[src/design/fph_pkg.sv]
package fph_pkg;

    // Default sizing of the hole table.
    localparam int NUM_HOLES_DEF = 8;
    localparam int SIZE_BITS_DEF = 16;

    // Widths of the request and response fields.
    localparam int CMD_W   = 1;
    localparam int SLOT_W  = 3;
    localparam int VALUE_W = 16;
    localparam int STAT_W  = 2;
    localparam int CFG_W   = 4;

    // Command codes.
    localparam logic [CMD_W-1:0] CMD_LOAD  = 1'b0;
    localparam logic [CMD_W-1:0] CMD_ALLOC = 1'b1;

    // Fit policy codes; the unused code behaves as first fit.
    localparam logic [1:0] POL_FIRST = 2'd0;
    localparam logic [1:0] POL_BEST  = 2'd1;
    localparam logic [1:0] POL_WORST = 2'd2;

    // Response status codes.
    localparam logic [STAT_W-1:0] STAT_LOADED    = 2'd0;
    localparam logic [STAT_W-1:0] STAT_ALLOCATED = 2'd1;
    localparam logic [STAT_W-1:0] STAT_NO_FIT    = 2'd2;

    // Configuration register indexes.
    localparam logic [0:0] CFG_FIT_POLICY   = 1'b0;
    localparam logic [0:0] CFG_HOLES_IN_USE = 1'b1;

    typedef struct packed {
        logic [CMD_W-1:0]   command;
        logic [SLOT_W-1:0]  hole_slot;
        logic [VALUE_W-1:0] size_value;
    } req_t;

    typedef struct packed {
        logic [STAT_W-1:0]  status;
        logic [SLOT_W-1:0]  chosen_hole;
        logic [VALUE_W-1:0] space_left;
    } rsp_t;

    // Control from the sequencer to the picker.
    typedef struct packed {
        logic clear;
        logic valid;
    } pick_ctrl_t;

endpackage

[src/design/fit_policy_hole_allocator.sv]
// Hole allocator with first, best and worst fit. A load request writes one hole
// size and goes from acceptance through the done state back to idle. An allocate
// request scans holes_in_use entries, capped at the table depth. The hole table
// sits in a single-port-read memory, so the scan reads one entry per cycle. Then
// the finish state writes the shrunken hole back when a hole fits, and the done
// state hands the response to the output register. One request is in work at a
// time. A finished response waits in the output register while the next request is
// accepted and processed. The handoff stalls, and the request takes longer, for as
// long as the previous response still sits unaccepted in the output register. Hole
// entries hold no defined value until loaded.
module fit_policy_hole_allocator
    import fph_pkg::*;
#(
    parameter int NUM_HOLES = NUM_HOLES_DEF,
    parameter int SIZE_BITS = SIZE_BITS_DEF,
    localparam int ADDR_W = (NUM_HOLES > 1) ? $clog2(NUM_HOLES) : 1,
    localparam int CNT_W  = $clog2(NUM_HOLES + 1),
    localparam int LIM_W  = (CNT_W > CFG_W) ? CNT_W : CFG_W
) (
    input  logic             clk,
    input  logic             rst_n,
    input  logic             req_valid,
    output logic             req_ready,
    input  req_t             req_data,
    output logic             rsp_valid,
    input  logic             rsp_ready,
    output rsp_t             rsp_data,
    input  logic             cfg_we,
    input  logic [0:0]       cfg_index,
    input  logic [CFG_W-1:0] cfg_data
);

    typedef enum logic [3:0] {
        ST_IDLE   = 4'b0001,
        ST_SCAN   = 4'b0010,
        ST_FINISH = 4'b0100,
        ST_DONE   = 4'b1000
    } state_t;

    state_t               state_reg;
    state_t               state_next;
    logic [1:0]           policy_reg;
    logic [CFG_W-1:0]     holes_reg;
    logic [CNT_W-1:0]     rd_cnt_reg;
    logic [CNT_W-1:0]     rd_cnt_next;
    logic                 cmp_valid_reg;
    logic                 cmp_valid_next;
    logic [ADDR_W-1:0]    cmp_idx_reg;
    logic [ADDR_W-1:0]    cmp_idx_next;
    logic [SIZE_BITS-1:0] req_size_reg;
    logic [SIZE_BITS-1:0] req_size_next;
    rsp_t                 res_reg;
    rsp_t                 res_next;
    logic                 rsp_valid_reg;
    logic                 rsp_valid_next;
    rsp_t                 rsp_reg;
    rsp_t                 rsp_next;

    logic [LIM_W-1:0]     lim_wide;
    logic [CNT_W-1:0]     limit;
    logic                 issue;
    logic                 accept;
    logic [SIZE_BITS-1:0] in_size;
    logic [SIZE_BITS-1:0] new_size;

    logic                 ram_we;
    logic [ADDR_W-1:0]    ram_waddr;
    logic [SIZE_BITS-1:0] ram_wdata;
    logic                 ram_re;
    logic [SIZE_BITS-1:0] ram_rdata;

    pick_ctrl_t           pick_ctrl;
    logic                 found;
    logic [ADDR_W-1:0]    pick_idx;
    logic [SIZE_BITS-1:0] best_size;

    // Configuration registers.
    always_ff @(posedge clk or negedge rst_n)
    begin
        if (!rst_n)
        begin
            policy_reg <= POL_FIRST;
            holes_reg  <= CFG_W'(8);
        end
        else if (cfg_we)
        begin
            case (cfg_index)
                CFG_FIT_POLICY:   policy_reg <= cfg_data[1:0];
                CFG_HOLES_IN_USE: holes_reg  <= cfg_data;
                default:          policy_reg <= policy_reg;
            endcase
        end
    end

    // Number of entries searched, saturated at the table depth.
    always_comb
    begin
        lim_wide = LIM_W'(holes_reg);
        if (lim_wide > LIM_W'(NUM_HOLES))
        begin
            limit = CNT_W'(NUM_HOLES);
        end
        else
        begin
            limit = CNT_W'(lim_wide);
        end
    end

    assign accept    = req_valid && req_ready;
    assign req_ready = (state_reg == ST_IDLE);
    assign in_size   = SIZE_BITS'(req_data.size_value);
    assign issue     = (rd_cnt_reg < limit);
    assign new_size  = best_size - req_size_reg;

    // Sequencer: scan reads, write-back and response staging.
    always_comb
    begin
        state_next     = state_reg;
        rd_cnt_next    = rd_cnt_reg;
        cmp_valid_next = 1'b0;
        cmp_idx_next   = cmp_idx_reg;
        req_size_next  = req_size_reg;
        res_next       = res_reg;
        rsp_valid_next = rsp_valid_reg;
        rsp_next       = rsp_reg;
        ram_we         = 1'b0;
        ram_waddr      = '0;
        ram_wdata      = '0;
        ram_re         = 1'b0;
        pick_ctrl      = '{clear: 1'b0, valid: cmp_valid_reg};

        // The output register empties when the consumer takes the response.
        if (rsp_valid_reg && rsp_ready)
        begin
            rsp_valid_next = 1'b0;
        end

        case (state_reg)
            ST_IDLE:
            begin
                if (accept)
                begin
                    if (req_data.command == CMD_LOAD)
                    begin
                        // A load beyond the table writes nothing but still reports.
                        ram_we    = (32'(req_data.hole_slot) < NUM_HOLES);
                        ram_waddr = ADDR_W'(req_data.hole_slot);
                        ram_wdata = in_size;
                        res_next  = '{status:      STAT_LOADED,
                                      chosen_hole: req_data.hole_slot,
                                      space_left:  VALUE_W'(in_size)};
                        state_next = ST_DONE;
                    end
                    else
                    begin
                        req_size_next   = in_size;
                        rd_cnt_next     = '0;
                        pick_ctrl.clear = 1'b1;
                        state_next      = ST_SCAN;
                    end
                end
            end

            ST_SCAN:
            begin
                // One read issued per cycle; its data is compared the next cycle.
                if (issue)
                begin
                    ram_re         = 1'b1;
                    cmp_valid_next = 1'b1;
                    cmp_idx_next   = rd_cnt_reg[ADDR_W-1:0];
                    rd_cnt_next    = rd_cnt_reg + CNT_W'(1);
                end
                else
                begin
                    state_next = ST_FINISH;
                end
            end

            ST_FINISH:
            begin
                if (found)
                begin
                    ram_we    = 1'b1;
                    ram_waddr = pick_idx;
                    ram_wdata = new_size;
                    res_next  = '{status:      STAT_ALLOCATED,
                                  chosen_hole: SLOT_W'(pick_idx),
                                  space_left:  VALUE_W'(new_size)};
                end
                else
                begin
                    res_next = '{status:      STAT_NO_FIT,
                                 chosen_hole: '0,
                                 space_left:  '0};
                end
                state_next = ST_DONE;
            end

            ST_DONE:
            begin
                if (!rsp_valid_reg || rsp_ready)
                begin
                    rsp_valid_next = 1'b1;
                    rsp_next       = res_reg;
                    state_next     = ST_IDLE;
                end
            end

            default:
            begin
                state_next = ST_IDLE;
            end
        endcase
    end

    always_ff @(posedge clk or negedge rst_n)
    begin
        if (!rst_n)
        begin
            state_reg     <= ST_IDLE;
            rd_cnt_reg    <= '0;
            cmp_valid_reg <= 1'b0;
            rsp_valid_reg <= 1'b0;
        end
        else
        begin
            state_reg     <= state_next;
            rd_cnt_reg    <= rd_cnt_next;
            cmp_valid_reg <= cmp_valid_next;
            rsp_valid_reg <= rsp_valid_next;
        end
    end

    always_ff @(posedge clk)
    begin
        cmp_idx_reg  <= cmp_idx_next;
        req_size_reg <= req_size_next;
        res_reg      <= res_next;
        rsp_reg      <= rsp_next;
    end

    // Hole size table.
    fph_ram #(
        .WIDTH (SIZE_BITS),
        .DEPTH (NUM_HOLES)
    ) u_ram (
        .clk   (clk),
        .we    (ram_we),
        .waddr (ram_waddr),
        .wdata (ram_wdata),
        .re    (ram_re),
        .raddr (rd_cnt_reg[ADDR_W-1:0]),
        .rdata (ram_rdata)
    );

    // Policy compare and running pick.
    fph_picker #(
        .SIZE_BITS (SIZE_BITS),
        .ADDR_W    (ADDR_W)
    ) u_picker (
        .clk       (clk),
        .rst_n     (rst_n),
        .ctrl      (pick_ctrl),
        .policy    (policy_reg),
        .idx       (cmp_idx_reg),
        .rdata     (ram_rdata),
        .req_size  (req_size_reg),
        .found     (found),
        .pick_idx  (pick_idx),
        .best_size (best_size)
    );

    assign rsp_valid = rsp_valid_reg;
    assign rsp_data  = rsp_reg;

endmodule

[src/design/fph_ram.sv]
module fph_ram #(
    parameter int WIDTH = 16,
    parameter int DEPTH = 8,
    localparam int AW = (DEPTH > 1) ? $clog2(DEPTH) : 1
) (
    input  logic             clk,
    input  logic             we,
    input  logic [AW-1:0]    waddr,
    input  logic [WIDTH-1:0] wdata,
    input  logic             re,
    input  logic [AW-1:0]    raddr,
    output logic [WIDTH-1:0] rdata
);

    logic [WIDTH-1:0] mem [DEPTH];

    // One write port and one registered read port.
    always_ff @(posedge clk)
    begin
        if (we)
        begin
            mem[waddr] <= wdata;
        end
        if (re)
        begin
            rdata <= mem[raddr];
        end
    end

endmodule

[src/design/fph_picker.sv]
module fph_picker
    import fph_pkg::*;
#(
    parameter int SIZE_BITS = SIZE_BITS_DEF,
    parameter int ADDR_W    = 3
) (
    input  logic                 clk,
    input  logic                 rst_n,
    input  pick_ctrl_t           ctrl,
    input  logic [1:0]           policy,
    input  logic [ADDR_W-1:0]    idx,
    input  logic [SIZE_BITS-1:0] rdata,
    input  logic [SIZE_BITS-1:0] req_size,
    output logic                 found,
    output logic [ADDR_W-1:0]    pick_idx,
    output logic [SIZE_BITS-1:0] best_size
);

    logic                 found_reg;
    logic                 found_next;
    logic [ADDR_W-1:0]    pick_reg;
    logic [ADDR_W-1:0]    pick_next;
    logic [SIZE_BITS-1:0] best_reg;
    logic [SIZE_BITS-1:0] best_next;
    logic                 fits;
    logic                 take;

    // A hole fits when it is at least as large as the request. Later fits replace
    // the pick only under best or worst fit, and only when strictly better, so
    // ties keep the lowest index.
    always_comb
    begin
        fits = (rdata >= req_size);
        take = 1'b0;
        if (fits)
        begin
            if (!found_reg)
            begin
                take = 1'b1;
            end
            else if (policy == POL_BEST)
            begin
                take = (rdata < best_reg);
            end
            else if (policy == POL_WORST)
            begin
                take = (rdata > best_reg);
            end
        end

        found_next = found_reg;
        pick_next  = pick_reg;
        best_next  = best_reg;
        if (ctrl.clear)
        begin
            found_next = 1'b0;
        end
        else if (ctrl.valid && take)
        begin
            found_next = 1'b1;
            pick_next  = idx;
            best_next  = rdata;
        end
    end

    always_ff @(posedge clk or negedge rst_n)
    begin
        if (!rst_n)
        begin
            found_reg <= 1'b0;
        end
        else
        begin
            found_reg <= found_next;
        end
    end

    always_ff @(posedge clk)
    begin
        pick_reg <= pick_next;
        best_reg <= best_next;
    end

    assign found     = found_reg;
    assign pick_idx  = pick_reg;
    assign best_size = best_reg;

endmodule

[config.mk]
export PLATFORM = sky130hd
export DESIGN_NAME = fit_policy_hole_allocator
export DESIGN_NICKNAME = d
export VERILOG_FILES = /design/src/design/fph_pkg.sv /design/src/design/fit_policy_hole_allocator.sv /design/src/design/fph_ram.sv /design/src/design/fph_picker.sv
export SDC_FILE = /design/constraint.sdc
export NUM_CORES = 1
export LEC_CHECK = 0
export ABC_CLOCK_PERIOD_IN_PS = 8700
export BUFFER_PORTS_ARGS = -buffer_cell sky130_fd_sc_hd__buf_2
export CAP_MARGIN = 15
export CELL_PAD_IN_SITES_DETAIL_PLACEMENT = 0
export CELL_PAD_IN_SITES_GLOBAL_PLACEMENT = 1
export CORE_MARGIN = 2
export CORE_UTILIZATION = 30
export CTS_CLUSTER_SIZE = 10
export DETAILED_ROUTE_END_ITERATION = 12
export PLACE_DENSITY_LB_ADDON = 0.1
export SLEW_MARGIN = 25
export SYNTH_ARGS = -nofsm -noshare
export SYNTH_HDL_FRONTEND = slang
export SYNTH_SLANG_ARGS = --single-unit
[constraint.sdc]
create_clock -name clk -period 8.7 [get_ports clk]
set_input_delay 1.74 -clock clk [delete_from_list [all_inputs] [get_ports clk]]
set_output_delay 1.74 -clock clk [all_outputs]
set_load 0.05 [all_outputs]
Yosys cells after proc, flatten, opt, wreduce, memory -nomap -nowiden
Memory sizes are Yosys's and may differ from the RTL's. A register that Yosys moved wholly into a read port is not among the register bits.
Index checks and enable logic that the tools add are counted.
- logic and storage cells: 98
- output and inout port bits: 23
- register bits: 97
- bits in writable memories: 128
- memories: 1
- input bits: 30
- reduce and logical (&&, ||, !) cells: 17
- eq/ne operators: 12
- multiplexer cells: 42
- bitwise gates (word level): 2
- $lt $le $gt $ge: 5
- add/subtract/negate cells: 2
- memories (name ; depth ; width ; rd ports ; clocked after memory_dff ; wr ports ; RTL line ; text):
    u_ram.mem ; 8 ; 16 ; 1 ; 1 ; 1 ; fph_ram.sv:15 ; logic [WIDTH-1:0] mem [DEPTH];
- operators with widths (operator ; number):
    two-way mux 21 bit ; 3
    two-way mux 16 bit ; 3
    one-hot mux 21 bit (2 select lines) ; 1
    two-way mux 4 bit ; 8
    one-hot mux 16 bit (2 select lines) ; 1
    two-way mux 1 bit ; 19
    greater-or-equal comparator 16 bit ; 1
    > comparator 16 bit ; 1
    < comparator 16 bit ; 1
    one-hot mux 4 bit (4 select lines) ; 1
    subtractor 16 bit ; 1
    AND reduction 2 bit ; 5
    two-way mux 3 bit ; 3
    AND reduction 3 bit ; 3
    inequality test 2 bit, second input constant ; 4
    one-hot mux 4 bit (2 select lines) ; 1
    one-hot mux 3 bit (2 select lines) ; 1
    nonzero test 2 bit ; 3
    adder 4 x 1 -> 4 bit, second input constant ; 1
    == test 4 x 1 -> 1 bit, second input constant ; 1
    == test 4 x 2 -> 1 bit, second input constant ; 1
    == test 4 x 3 -> 1 bit, second input constant ; 1
    == test 4 bit, second input constant ; 1
    > comparator 4 bit, second input constant ; 1
    other kinds (10) ; 14

Depth between registers and ports, before layout
- word-level depth: 8
- depth in mapped cells: 9
- gate-level depth less buffers: 9

Cells and area by module
Synthesis repeated with hierarchy kept, for this count alone.
- cell total of the unflattened synthesis: 686
- area, all modules: 10734.0 µm²
- by module, submodules not included (module ; area each (µm²) ; seq. area each (µm²) ; cells an instance ; instances):
    fph_ram ; 5454.0 ; 4324.1 ; 214 ; 1
    fit_policy_hole_allocator ; 3843.7 ; 2234.6 ; 336 ; 1
    fph_picker ; 1436.4 ; 595.6 ; 136 ; 1

Worst setup path before layout
Ideal clock, no wire load.
- path kind: input port to flip-flop
- start: input req_valid
- end: memory u_ram.mem[7][0] (enable)
- buffers on the path: 1
- library setup time: 0.409 ns
- arrival time: 3.567 ns
- stages: 5
- data required time: 8.291 ns
- setup slack: 4.724 ns
- cell sequence: nand2_1 > nor2_1 > buf_2 > a22oi_1 > nor3_1
- word-level cells in the longest chain between the ends: 5
- elaborated cells between the ends (all ways): 7
- classes of those cells: 6 x mux; 1 x reduce/logical
- ends and longest elaborated chain (what ; RTL line ; text):
    start: declaration ; fit_policy_hole_allocator.sv:22 ; input logic req_valid,
    logical AND 1 bit (*) ; fit_policy_hole_allocator.sv:109 ; assign accept = req_valid && req_ready;
    two-way mux 1 bit ; fit_policy_hole_allocator.sv:141 ; if (accept)
    one-hot mux 1 bit (2 select lines) ; fit_policy_hole_allocator.sv:138 ; case (state_reg)
    two-way mux 1 bit ; fph_ram.sv:20 ; if (we)
    two-way mux 1 bit (not written as such) ; fph_ram.sv:22 ; mem[waddr] <= wdata;
    end: declaration ; fph_ram.sv:15 ;
Mark *: on every way between the ends. The rest lies on a longest branch, timed or not.

Worst setup path in the final report
- start: register state_reg[0]
- end: output req_ready
- word-level cells in the longest chain between the ends: 1
- ends and longest elaborated chain (what ; RTL line ; text):
    start: declaration ; fit_policy_hole_allocator.sv:40 ; state_t state_reg;
    start signal: assignment ; fit_policy_hole_allocator.sv:228 ; state_reg <= state_next;
    == test 4 x 1 -> 1 bit ; fit_policy_hole_allocator.sv:110 ; assign req_ready = (state_reg == ST_IDLE);
    end: declaration ; fit_policy_hole_allocator.sv:23 ; output logic req_ready,
No other way between the ends.

==> run metrics <==
status completed; clk root buf clkbuf_16; Achievable Freq 0.2739 GHz; final WL 24.05 mm; power density over the cells 261.0 nW/um^2; area of the multi-input gates 3227 sq um; CTS Buf Count 29; postcts setup bufs 0; cell at the slowest stage of the critical path dfstp_2; max reg flops 128; Area growth, synth to finish 16.25%; Final nets 838; Chip Width 191.9 um; count of final max-slew check failures 0; number of hold-repair buffers added at the cts stage 0; Peak VDD IR 131.4 uV; Mapped Cells 677; largest net degree at the start of global routing 38; Tot GR Track Use 13.19%; YS warnings 0; Placer Congestion 0.8361; clk_skew 0.01034 ns; clk sinks 241; clk buf depth 3; Synth Register Bits 241; crit start category register; leakage 4.518 nW; # port buffers 52; core footprint 34630 sq um; sw frac 27.92%; first-pass GRT wire length 36.02 mm; total gr overflow 0; FF+latch area 7156 sq um; max cap viols 0; number of buffers and inverters on the critical path 1; post-synth top area share 63.52%; worst hold path class register to register; hold depth 0; Pint 0.002316 W; post-place instance area 11490 sq um; Netlist cell types 53; initial antenna violation count 0; WL per Instance 19.60 um; RSZ-0062 raised after global routing no; Final Cycle Share 41.97%; CP endpoint kind primary output; Design Area, Final 12310 sq um; Area contributors post-synth edfxtp_1, mux4_2, ha_1; Die Ht 191.9 um; share of cells above drive strength 1 21.27%; Reg2Reg Depth 7; Period minus WS final 3.651 ns; Vias per Instance 4.738; Mean Syn Cell Area 15.64 sq um; Gate power share 21.2%; CTS H-tree depth 1; part of the Yosys area used for sequential elements 67.56%; dpl hpwl 16.83 mm; Crit path max-delay family flip-flops; Worst-path clk slew 0.05 ns; ys async rst share 7.054%; CTS tree built; Final setup violation count 0; row cnt 68; syn_nets 759; Yosys top cell by area edfxtp_1; via count 5813; Ports 53; sequential share of power 46.0%; dominant synthesized flop cell edfxtp_1; final setup TNS 0 ns; post-cts sizing count 0; die area 36820 sq um; CP Cell Sequence nor4b_2, buf_2; Post-synth EDFFs 224; clk_lat worst skew 0.56 ns; critical path type register to primary output; Worst Tran Pin Value 0.9864 ns; Detailed Routing Iterations Pass 1 4; critical path required time 6.96 ns; Critical Path Stages 2; number of global-route vias before repair 5982; relative slew slack 34.03%; FILL cells 3283; placed insts 1180; largest stage delay on the critical path 0.56 ns; switching pwr 0.0008973 W; Final Hold Fails 0; worst-path maximum fanout 6; # DRC 0; Non-Filler Instances 1227; Starting Density 30.58%; Post-Synthesis Cell Area 10590 sq um; First DRT Iteration DRCs 306; Worst EP arrival 1.91 ns; antenna viol nets, final 0; Clock power frac 32.8%
layout by cell type (no fill, tap or decap), types with 6 or more instances in the layout:
| master | instances |
|---|---|
| nand3_1 | 12 |
| mux4_2 | 32 |
| nor2b_1 | 9 |
| clkbuf_1 | 10 |
| nand2b_1 | 9 |
| dfrtp_1 | 14 |
| buf_2 | 52 |
| mux2_2 | 23 |
| a22o_1 | 6 |
| clkbuf_16 | 29 |
| buf_4 | 15 |
| a21o_1 | 13 |
| nand2_1 | 58 |
| ha_1 | 51 |
| edfxtp_1 | 224 |
| nor2_1 | 24 |
| a21oi_1 | 22 |
| o21ai_0 | 26 |
| inv_1 | 43 |
| mux2i_1 | 6 |
cell type report:
class | instances | area share [%]
Inverter | 44 | 1.342
Clock inverter | 6 | 0.3253
Tap cell | 455 | 4.625
Sequential cell | 241 | 58.13
Antenna cell | 1 | 0.02033
Timing Repair Buffer | 67 | 3.029
Multi-Input combinational cell | 373 | 26.21
Clock buffer | 40 | 6.312
per-layer routing:
layer  vias to the layer above  track usage, %  wire length, um
met5                         -               0                0
met3                        31           2.448              983
met4                         0           3.491              545
li1                       2774               -                -
met2                        94           21.20            11060
met1                      2914           18.35            11470
cells in the mapped netlist, types with 2 or more instances:
cell / count
edfxtp_1: 224
nand2_1: 58
ha_1: 51
inv_1: 43
mux4_2: 32
o21ai_0: 27
nor2_1: 25
a21oi_1: 24
mux2_2: 23
dfrtp_1: 15
a21o_1: 13
nand3_1: 12
clkbuf_1: 10
nand2b_1: 9
nor2b_1: 9
buf_2: 7
a22o_1: 6
mux2i_1: 6
nor3_1: 6
a22oi_1: 5
nor3b_1: 5
o211ai_1: 5
xor2_1: 5
a31oi_1: 4
a32o_1: 4
nand4_1: 4
o22ai_1: 4
a211oi_1: 3
nor4_1: 3
o21a_1: 3
o21bai_1: 3
or3_1: 3
a211o_1: 2
dfstp_2: 2
nand3b_1: 2
or4_1: 2
xnor2_1: 2
worst register-to-register path: stages (launching register included):
cell       delay, ns
edfxtp_1        0.44
ha_1            0.34
a211oi_1        0.27
o21bai_1        0.11
a21o_1          0.19
a2111oi_0       0.84
mux2i_1         0.27
a21oi_4         0.62
metrics by stage:
| stage | utilization [%] | hold WS (ns) | worst slack [ns] | power, W |
|---|---|---|---|---|
| floorplan | - | 0.4003 | 4.724 | 0.001984 |
| global placement | 33.14 | 0.4006 | 4.821 | 0.002189 |
| detailed placement | 33.18 | 0.4056 | 4.767 | 0.002196 |
| CTS | 35.54 | 0.4100 | 5.027 | 0.003268 |
| global route | 35.54 | 0.4132 | 4.938 | 0.003373 |
| finish | 35.55 | 0.4151 | 5.049 | 0.003213 |
power groups by stage:
| stage | combinational (W) | sequential (W) | clock [W] |
|---|---|---|---|
| floorplan | 0.000451 | 0.00153 | 0 |
| finish | 0.000681 | 0.00148 | 0.00105 |
| CTS | 0.000698 | 0.00148 | 0.00109 |
| global route | 0.000750 | 0.00149 | 0.00113 |
| detailed placement | 0.000694 | 0.00150 | 0 |
| global placement | 0.000692 | 0.00150 | 0 |
cells by family (layout without fill, tap and decap cells):
family	Yosys count	in the layout	synth area share (%)
flip-flops	241	241	67.56
AND/OR/NAND/NOR	143	143	6.546
AO/OA/AOI/OAI	110	110	6.889
buffers and inverters	63	157	2.387
multiplexers	61	61	9.819
adder cells (fa/ha/maj)	52	52	6.215
XOR/XNOR	7	7	0.5790
other	0	1	0
final timing paths:
| kind | from | end | slack [ns] |
|---|---|---|---|
| worst max-delay path | state_reg[0] | req_ready | 5.05 |
| worst min-delay path | cmp_idx_reg[2] | u_picker.pick_idx[2] | 0.42 |
| worst max register to register | u_ram.rdata[5] | u_picker.best_size[5] | 5.23 |
| worst min register to register | cmp_idx_reg[2] | u_picker.pick_idx[2] | 0.42 |
| max in group asynchronous | rst_n | holes_reg[3] | 7.26 |
| min in group asynchronous | rst_n | state_reg[3] | 1.11 |
(Power assumes the default switching activity.)
